$ cat src/design/bdq_pkg.sv
package bdq_pkg;

  typedef enum logic [3:0] {
    REQ_PUSH_HEAD = 4'd0,
    REQ_PUSH_TAIL = 4'd1,
    REQ_POP_HEAD  = 4'd2,
    REQ_POP_TAIL  = 4'd3,
    REQ_CLEAR     = 4'd4,
    REQ_FIND      = 4'd5,
    REQ_READ_AT   = 4'd6,
    REQ_MIDDLE    = 4'd7,
    REQ_REVERSE   = 4'd8
  } req_t;

  typedef enum logic [1:0] {
    ST_OK   = 2'd0,
    ST_MISS = 2'd1,
    ST_FULL = 2'd2
  } status_t;

  typedef enum logic [1:0] {
    CELL_HOLD,
    CELL_ROTATE,
    CELL_PUSH_FRONT,
    CELL_WRITE_AT
  } cell_op_t;

  typedef enum logic {
    S_IDLE,
    S_SCAN
  } state_t;

  typedef enum logic [1:0] {
    SCAN_FIND,
    SCAN_READ,
    SCAN_POP_BACK
  } scan_kind_t;

  typedef struct packed {
    logic [31:0] read_value;
    logic [5:0]  found_position;
    logic [1:0]  status;
    logic [6:0]  entry_count;
  } result_t;

endpackage

$ cat src/design/bdq_cell.sv
module bdq_cell #(
  parameter int WORD_BITS = 32,
  parameter int IDX_BITS  = 6,
  parameter int CELL_IDX  = 0
) (
  input  logic                 clk,
  input  bdq_pkg::cell_op_t    op,
  input  logic [IDX_BITS-1:0]  wr_idx,
  input  logic [WORD_BITS-1:0] load_word,
  input  logic [WORD_BITS-1:0] left_word,
  input  logic [WORD_BITS-1:0] right_word,
  output logic [WORD_BITS-1:0] word
);

  logic [WORD_BITS-1:0] word_r;
  logic [WORD_BITS-1:0] word_nxt;

  always_comb begin
    word_nxt = word_r;
    unique case (op)
      bdq_pkg::CELL_HOLD: begin
        word_nxt = word_r;
      end
      bdq_pkg::CELL_ROTATE: begin
        word_nxt = right_word;
      end
      bdq_pkg::CELL_PUSH_FRONT: begin
        word_nxt = (CELL_IDX == 0) ? load_word : left_word;
      end
      bdq_pkg::CELL_WRITE_AT: begin
        word_nxt = (wr_idx == IDX_BITS'(CELL_IDX)) ? load_word : word_r;
      end
      default: begin
        word_nxt = word_r;
      end
    endcase
  end

  always_ff @(posedge clk) begin
    word_r <= word_nxt;
  end

  assign word = word_r;

endmodule

$ cat src/design/bounded_deque_with_search.sv
// Bounded double-ended queue of signed words held in a ring of DEPTH cells, with cell 0 as the
// physical front. Push at either end, pop from the physical front, clear, reverse and any
// rejected request finish in the cycle of acceptance, and their result is registered. Find, read
// at, middle and pop from the physical tail rotate the whole ring once past cell 0 in the scan
// state and then register the result; the ring is back in place when the result appears. One
// request is worked on at a time, and one further request is taken while a finished result waits
// at the output. There is no clearing pass after reset.
module bounded_deque_with_search #(
  parameter int DEPTH     = 64,
  parameter int WORD_BITS = 32
) (
  input  logic               clk,
  input  logic               rst_n,
  input  logic               in_valid,
  output logic               in_ready,
  input  logic [3:0]         in_req_type,
  input  logic signed [31:0] in_value,
  input  logic [5:0]         in_position,
  output logic               out_valid,
  input  logic               out_ready,
  output logic signed [31:0] out_read_value,
  output logic [5:0]         out_found_position,
  output logic [1:0]         out_status,
  output logic [6:0]         out_entry_count
);

  localparam int IDX_BITS = $clog2(DEPTH);
  localparam int CNT_BITS = $clog2(DEPTH + 1);
  localparam int CMP_BITS = (CNT_BITS > 6) ? CNT_BITS : 6;

  logic [WORD_BITS-1:0] cell_word [DEPTH];
  bdq_pkg::cell_op_t    cell_op;
  logic [IDX_BITS-1:0]  wr_idx;
  logic [WORD_BITS-1:0] word_in;
  logic [31:0]          front_32;

  bdq_pkg::state_t     state_r, state_nxt;
  bdq_pkg::scan_kind_t kind_r, kind_nxt;
  logic [CNT_BITS-1:0] count_r, count_nxt;
  logic                rev_r, rev_nxt;
  logic [IDX_BITS-1:0] k_r, k_nxt;
  logic [IDX_BITS-1:0] tgt_r, tgt_nxt;
  logic [IDX_BITS-1:0] fp_r, fp_nxt;
  logic                hit_r, hit_nxt;
  logic [WORD_BITS-1:0] key_r, key_nxt;
  logic [31:0]         rv_r, rv_nxt;

  logic                out_valid_r, out_valid_nxt;
  bdq_pkg::result_t    out_r, out_nxt;
  logic                pend_r, pend_nxt;
  bdq_pkg::result_t    pend_res_r, pend_res_nxt;

  logic                done;
  bdq_pkg::result_t    res;
  logic                accept;
  logic                front;
  logic                last;
  logic [CNT_BITS-1:0] mid;
  logic [CNT_BITS-1:0] pos_c;

  genvar gi;
  generate
    for (gi = 0; gi < DEPTH; gi++) begin : g_cell
      localparam int LEFT  = (gi == 0) ? DEPTH - 1 : gi - 1;
      localparam int RIGHT = (gi == DEPTH - 1) ? 0 : gi + 1;
      bdq_cell #(
        .WORD_BITS(WORD_BITS),
        .IDX_BITS (IDX_BITS),
        .CELL_IDX (gi)
      ) u_cell (
        .clk       (clk),
        .op        (cell_op),
        .wr_idx    (wr_idx),
        .load_word (word_in),
        .left_word (cell_word[LEFT]),
        .right_word(cell_word[RIGHT]),
        .word      (cell_word[gi])
      );
    end
    if (WORD_BITS >= 32) begin : g_wide
      assign word_in  = WORD_BITS'($signed(in_value));
      assign front_32 = cell_word[0][31:0];
    end else begin : g_narrow
      assign word_in  = in_value[WORD_BITS-1:0];
      assign front_32 = {{(32 - WORD_BITS){cell_word[0][WORD_BITS-1]}}, cell_word[0]};
    end
  endgenerate

  assign accept = in_valid && in_ready;
  assign in_ready = (state_r == bdq_pkg::S_IDLE) && !pend_r;
  assign last = (k_r == IDX_BITS'(DEPTH - 1));
  assign mid = count_r >> 1;
  assign pos_c = CNT_BITS'(in_position);

  always_comb begin
    state_nxt = state_r;
    kind_nxt  = kind_r;
    count_nxt = count_r;
    rev_nxt   = rev_r;
    k_nxt     = k_r;
    tgt_nxt   = tgt_r;
    fp_nxt    = fp_r;
    hit_nxt   = hit_r;
    key_nxt   = key_r;
    rv_nxt    = rv_r;
    cell_op   = bdq_pkg::CELL_HOLD;
    wr_idx    = IDX_BITS'(count_r);
    done      = 1'b0;
    front     = 1'b0;
    res       = '0;
    unique case (state_r)
      bdq_pkg::S_IDLE: begin
        if (accept) begin
          k_nxt  = '0;
          rv_nxt = '0;
          unique case (in_req_type)
            bdq_pkg::REQ_PUSH_HEAD, bdq_pkg::REQ_PUSH_TAIL: begin
              done  = 1'b1;
              front = (in_req_type == bdq_pkg::REQ_PUSH_HEAD) != rev_r;
              if (count_r == CNT_BITS'(DEPTH)) begin
                res.status = bdq_pkg::ST_FULL;
              end else begin
                cell_op   = front ? bdq_pkg::CELL_PUSH_FRONT : bdq_pkg::CELL_WRITE_AT;
                count_nxt = count_r + 1'b1;
              end
            end
            bdq_pkg::REQ_POP_HEAD, bdq_pkg::REQ_POP_TAIL: begin
              front = (in_req_type == bdq_pkg::REQ_POP_HEAD) != rev_r;
              if (count_r == '0) begin
                done       = 1'b1;
                res.status = bdq_pkg::ST_MISS;
              end else if (front) begin
                done           = 1'b1;
                cell_op        = bdq_pkg::CELL_ROTATE;
                count_nxt      = count_r - 1'b1;
                res.read_value = front_32;
              end else begin
                state_nxt = bdq_pkg::S_SCAN;
                kind_nxt  = bdq_pkg::SCAN_POP_BACK;
                tgt_nxt   = IDX_BITS'(count_r - 1'b1);
              end
            end
            bdq_pkg::REQ_CLEAR: begin
              done      = 1'b1;
              count_nxt = '0;
              rev_nxt   = 1'b0;
            end
            bdq_pkg::REQ_FIND: begin
              state_nxt = bdq_pkg::S_SCAN;
              kind_nxt  = bdq_pkg::SCAN_FIND;
              key_nxt   = word_in;
              hit_nxt   = 1'b0;
              fp_nxt    = '0;
            end
            bdq_pkg::REQ_READ_AT: begin
              if (CMP_BITS'(in_position) >= CMP_BITS'(count_r)) begin
                done       = 1'b1;
                res.status = bdq_pkg::ST_MISS;
              end else begin
                state_nxt = bdq_pkg::S_SCAN;
                kind_nxt  = bdq_pkg::SCAN_READ;
                fp_nxt    = IDX_BITS'(pos_c);
                tgt_nxt   = rev_r ? IDX_BITS'(count_r - 1'b1 - pos_c) : IDX_BITS'(pos_c);
              end
            end
            bdq_pkg::REQ_MIDDLE: begin
              if (count_r == '0) begin
                done       = 1'b1;
                res.status = bdq_pkg::ST_MISS;
              end else begin
                state_nxt = bdq_pkg::S_SCAN;
                kind_nxt  = bdq_pkg::SCAN_READ;
                fp_nxt    = IDX_BITS'(mid);
                tgt_nxt   = rev_r ? IDX_BITS'(count_r - 1'b1 - mid) : IDX_BITS'(mid);
              end
            end
            bdq_pkg::REQ_REVERSE: begin
              done    = 1'b1;
              rev_nxt = !rev_r;
            end
            default: begin
              done       = 1'b1;
              res.status = bdq_pkg::ST_MISS;
            end
          endcase
        end
      end
      bdq_pkg::S_SCAN: begin
        cell_op = bdq_pkg::CELL_ROTATE;
        k_nxt   = last ? '0 : k_r + 1'b1;
        if (kind_r == bdq_pkg::SCAN_FIND) begin
          if ((CNT_BITS'(k_r) < count_r) && (cell_word[0] == key_r)) begin
            if (rev_r) begin
              hit_nxt = 1'b1;
              fp_nxt  = IDX_BITS'(count_r - 1'b1 - CNT_BITS'(k_r));
            end else if (!hit_r) begin
              hit_nxt = 1'b1;
              fp_nxt  = k_r;
            end
          end
        end else if (k_r == tgt_r) begin
          rv_nxt = front_32;
        end
        if (last) begin
          state_nxt = bdq_pkg::S_IDLE;
          done      = 1'b1;
          unique case (kind_r)
            bdq_pkg::SCAN_FIND: begin
              if (hit_nxt) begin
                res.found_position = 6'(fp_nxt);
              end else begin
                res.status = bdq_pkg::ST_MISS;
              end
            end
            bdq_pkg::SCAN_READ: begin
              res.read_value     = rv_nxt;
              res.found_position = 6'(fp_r);
            end
            bdq_pkg::SCAN_POP_BACK: begin
              res.read_value = rv_nxt;
              count_nxt      = count_r - 1'b1;
            end
            default: begin
              res.status = bdq_pkg::ST_MISS;
            end
          endcase
        end
      end
      default: begin
        state_nxt = bdq_pkg::S_IDLE;
      end
    endcase
    res.entry_count = 7'(count_nxt);
  end

  always_comb begin
    out_valid_nxt = out_valid_r;
    out_nxt       = out_r;
    pend_nxt      = pend_r;
    pend_res_nxt  = pend_res_r;
    priority if (done) begin
      if (!out_valid_r || out_ready) begin
        out_valid_nxt = 1'b1;
        out_nxt       = res;
      end else begin
        pend_nxt     = 1'b1;
        pend_res_nxt = res;
      end
    end else if (pend_r && (!out_valid_r || out_ready)) begin
      out_valid_nxt = 1'b1;
      out_nxt       = pend_res_r;
      pend_nxt      = 1'b0;
    end else if (out_valid_r && out_ready) begin
      out_valid_nxt = 1'b0;
    end
  end

  always_ff @(posedge clk) begin
    if (!rst_n) begin
      state_r     <= bdq_pkg::S_IDLE;
      count_r     <= '0;
      rev_r       <= 1'b0;
      k_r         <= '0;
      out_valid_r <= 1'b0;
      pend_r      <= 1'b0;
    end else begin
      state_r     <= state_nxt;
      count_r     <= count_nxt;
      rev_r       <= rev_nxt;
      k_r         <= k_nxt;
      out_valid_r <= out_valid_nxt;
      pend_r      <= pend_nxt;
    end
  end

  always_ff @(posedge clk) begin
    kind_r     <= kind_nxt;
    tgt_r      <= tgt_nxt;
    fp_r       <= fp_nxt;
    hit_r      <= hit_nxt;
    key_r      <= key_nxt;
    rv_r       <= rv_nxt;
    out_r      <= out_nxt;
    pend_res_r <= pend_res_nxt;
  end

  assign out_valid          = out_valid_r;
  assign out_read_value     = out_r.read_value;
  assign out_found_position = out_r.found_position;
  assign out_status         = out_r.status;
  assign out_entry_count    = out_r.entry_count;

endmodule

$ cat config.mk
export PLATFORM = sky130hd
export DESIGN_NAME = bounded_deque_with_search
export DESIGN_NICKNAME = d
export VERILOG_FILES = /design/src/design/bdq_pkg.sv /design/src/design/bdq_cell.sv /design/src/design/bounded_deque_with_search.sv
export SDC_FILE = /design/constraint.sdc
export NUM_CORES = 2
export LEC_CHECK = 0
export BUFFER_PORTS_ARGS = -buffer_cell sky130_fd_sc_hd__buf_2
export CORE_MARGIN = 2
export CORE_UTILIZATION = 49
export DETAILED_ROUTE_END_ITERATION = 12
export SETUP_SLACK_MARGIN = 0.15
export SYNTH_ARGS = -nofsm -noshare
export SYNTH_HDL_FRONTEND = slang
export SYNTH_SLANG_ARGS = --single-unit
export TNS_END_PERCENT = 50
$ cat constraint.sdc
create_clock -name clk -period 5.8 [get_ports clk]
set_input_delay 0.58 -clock clk [delete_from_list [all_inputs] [get_ports clk]]
set_output_delay 0.58 -clock clk [all_outputs]
set_load 0.005 [all_outputs]
==> run summary <==
* 0 — final hold violations
* 95 — number of top-level pins
* 2238 — CTS Sinks
* 54.3% — share of the core filled with cells in the final layout
* 0% — proportion of synthesized flip-flops having asynchronous set or reset
* 6 — first-pass iteration count of the detailed router
* flop — nature of the critical path endpoint
* 39.7% — share of power burned in the clock network
* 6.3% — fraction of power consumed by combinational cells
* key_r[0]$_DFFE_PP_ — Hold Path End
* 9389 — initial drt markers
* 9.95% — area delta synth->final
* 11 — count of cells along the worst register-to-register path
* 2221 — number of flops mapped to enable cells by yosys
* 3 — Clock Tree Buf Depth
* sky130_fd_sc_hd__edfxtp_1 — most common library cell in the layout ignoring fill and taps
* 100000 µm² — DP Area
* 8.10 mW — net switching power of the design
* 107000 µm² — Non-Filler Cell Area, Final
* 49.4% — initial standard-cell utilization of the core
* 37.5 nW — leakage dissipation
* 6608 — total number of nets in the final design
* 279000 µm — total wire length after detailed routing
* 0.0278 ns — setup clock skew after layout
* 27.4 mW — Pint
* 0 — Residual DRC
* 225 — number of buffers created by CTS
* 6741 — Synth Instances
* 171000 µm — estimated wirelength of the detail-placed design
* 94 — IO Port Bufs
* complete, no violations — outcome
* 26.5% — total routing usage reported by global routing
* 4.64% — grt met3 use
* 3 — initial antenna violation count
* 0 — number of post-CTS setup repair buffers
* 410000 µm — first-pass GRT wire length
* flop to flop — classification of the worst setup path
* 63.4k — via count of the routed design
* 30 — crit path max fanout
* 2238 — Synth Register Bits
* 0 — number of gates resized after cts
* 1.02 ns — setup slack of the worst register-to-register path
* 39.0% — met1 Use GR
* 163 — standard-cell rows
* 27400 µm² — area used by multi-input combinational logic
* 198000 µm² — Core Footprint
* 74 — unique cell type count in the Yosys netlist
* 249 — largest net degree at the start of global routing
* primary input to flop — min-delay worst type
* 0 — final setup violation count
* sky130_fd_sc_hd__edfxtp_1, sky130_fd_sc_hd__a221o_1, sky130_fd_sc_hd__nand2_1 — most used cells in the layout excluding fill and tap cells
* 0.07 ns — clock edge transition at the registers on the reported setup and hold paths
* 0 ns — Final TNS setup
* no — unrepaired setup endpoints after global routing
* 67000 µm² — footprint of the flip-flops and latches
* 0.338 mV — VDD IR max
* 68.6% — part of the Yosys area used for sequential elements
* 451 µm — width of the die
* 54.0% — relative contribution of sequential cells to total power
* 6.78 — Vias per Instance
* 203000 µm² — overall die area
* in_value[0] — hold path startpoint
* 6.51 ns — CP Data Required Time
* sky130_fd_sc_hd__edfxtp_1 — most frequently used flop master after synthesis
* 1 — Hold Path Depth
* 0.888 — gp weighted congestion
* 0 — count of maximum capacitance violations
* 6824 — post-synth net total
* 451 µm — die height
* 4 — H-Tree Depth
* 1.33 ns — actual transition at the worst max-transition pin
* 209 MHz — timing-limited maximum frequency
* 0 — total count of max-transition violations in the final report
* 330 nW/µm² — power per cell area
* 0 — total overflow reported by the global router
* 22.8% — Switching Fraction
* 0 — post-detailed-route count of antenna-violating nets
* 82.5% — Final Cycle Share
* 10.5% — slew margin rel.
* 40.6% — met2 demand-to-capacity share in global routing
* yes — clock tree from TritonCTS
* 29.8 µm — average wire per cell in the routed design
* 0 — Synth Warn #
* 0.87 ns — insertion delay to the later sink of the worst-skew pair
* 14.5 µm² — mean instance size in the synthesized netlist
* sky130_fd_sc_hd__clkbuf_16 — Clock Tree Root
* met2 — Most Used Layer, Global Route
* count_r[0]$_SDFF_PN0_ — launching point of the worst reg2reg path
* 97700 µm² — synthesized cell area
* flop — kind of start point of the critical path
* 4.78 ns — shortest period the worst path allows
* 61.1k — vias in the first global route
* 5.50 ns — arrival time reported for the critical path endpoint
* 16.1k — Filler cells
* 10.6% — fraction of final layout cells with drive strength greater than 1
* g_cell[49].u_cell.word[25]$_DFFE_PP_ — Reg-to-Reg End
==> sequential cells by signal, summed over array words and instances, names as in the netlist <==
signal              flops
key_r                  32
fp_r                    6
k_r                     6
out_status              2
state_r                 1
out_valid               1
hit_r                   1
kind_r                  2
rv_r                   32
out_found_position      6
pend_r                  1
g_cell.u_cell.word   2048
pend_res_r             47
out_read_value         32
count_r                 7
out_entry_count         7
tgt_r                   6
rev_r                   1
==> metrics by stage <==
| step | total power, mW | cells | hold WS (ns) | setup slack (ns) |
|---|---|---|---|---|
| 2_1_floorplan | 20.8 | 6741 | 0.494 | 0.479 |
| 3_3_place_gp | 21.6 | 8912 | 0.505 | 1.25 |
| 3_5_place_dp | 21.7 | 8912 | 0.502 | 1.12 |
| 4_1_cts | 35.7 | 9351 | 0.00786 | 1.06 |
| 5_1_grt | 36.5 | 9351 | 0.0329 | 0.843 |
| 6_report | 35.5 | 9352 | 0.0744 | 1.02 |
==> worst max-delay path, stage by stage, from the launching register on <==
cell                      delay, ns
sky130_fd_sc_hd__dfxtp_1       0.61
sky130_fd_sc_hd__inv_1         0.16
sky130_fd_sc_hd__ha_1          0.32
sky130_fd_sc_hd__or4b_1        0.45
sky130_fd_sc_hd__nor2_2        0.12
sky130_fd_sc_hd__nand2_1       0.21
sky130_fd_sc_hd__nand3_4       0.37
sky130_fd_sc_hd__nor2_4        0.82
sky130_fd_sc_hd__buf_12        0.25
sky130_fd_sc_hd__and2_2        0.61
sky130_fd_sc_hd__buf_4         0.45
sky130_fd_sc_hd__a221o_1       0.18
==> cell type report <==
cell class / instances / area share, %
Clock buffer: 283 / 5.53
Timing Repair Buffer: 292 / 2.37
Antenna cell: 1 / 0.00233
Clock inverter: 130 / 0.965
Tap cell: 2640 / 3.07
Multi-Input combinational cell: 3732 / 25.5
Sequential cell: 2238 / 62.4
Inverter: 36 / 0.126
==> what timing repair did <==
item                                   in CTS  in global routing
hold buffers                               26                  0
setup endpoints to repair                   0                  0
endpoints found under the hold margin      26                  0
==> synth_stat cells (all sizes together), types with 3 or more instances <==
master	n	area [µm²]
a211oi	7	52.6
a21o	38	285
a21oi	98	490
a221o	1072	10700
a22oi	945	7090
a31oi	11	75.1
a32o	33	330
and2	26	198
and3	16	100
buf	431	2770
clkbuf	304	1140
dfxtp	17	340
edfxtp	2221	66700
fa	3	60.1
ha	34	425
inv	34	128
mux2	39	439
mux2i	43	430
nand2	1068	4040
nand2b	12	75.1
nand3	13	65.1
nand3b	3	22.5
nand4	11	68.8
nor2	77	294
nor2b	9	56.3
nor3	15	75.1
nor3b	3	27.5
nor4	6	37.5
o2111ai	3	26.3
o211ai	10	75.1
o21a	5	37.5
o21ai	36	184
o21bai	3	22.5
o31ai	4	43.8
o32ai	3	26.3
or3	6	37.5
xnor2	44	385
xor2	8	70.1
==> power by group through the flow <==
stage          Clock (mW)  Combinational (mW)  Sequential [mW]
3_3_place_gp            0                2.12             19.5
3_5_place_dp            0                2.18             19.5
5_1_grt              14.9                2.40             19.2
4_1_cts              14.3                2.21             19.2
2_1_floorplan           0                1.49             19.3
6_report             14.1                2.22             19.2
==> layer usage <==
layer	part of all wire, %	up-vias
met3	8.1	399
met2	46	2958
li1	-	27300
met5	0	-
met1	43	32700
met4	2.6	0
==> cell families after synthesis <==
group / after synthesis / synth area share, %
compound gates: 2289 / 20.1
flops: 2238 / 68.6
simple gates: 1272 / 5.27
buf+inv: 771 / 4.14
mux: 82 / 0.890
xor+xnor: 52 / 0.466
fa+ha+maj: 37 / 0.497
==> worst max-delay path by stage <==
stage                                                 endpoint  slack [ns]  depth (start not counted)             startpoint
final                     g_cell[49].u_cell.word[25]$_DFFE_PP_        1.02                         11  count_r[0]$_SDFF_PN0_
after global routing      g_cell[48].u_cell.word[25]$_DFFE_PP_        0.84                         11  count_r[0]$_SDFF_PN0_
after CTS                  g_cell[2].u_cell.word[14]$_DFFE_PP_        1.06                         10  count_r[0]$_SDFF_PN0_
after detailed placement  g_cell[30].u_cell.word[25]$_DFFE_PP_        1.12                         11  count_r[0]$_SDFF_PN0_
after global placement    g_cell[49].u_cell.word[25]$_DFFE_PP_        1.25                         11  count_r[0]$_SDFF_PN0_
after floorplan                   out_entry_count[0]$_DFFE_PP_        0.48                         11  count_r[0]$_SDFF_PN0_
Power figures use the tool's default switching activity.
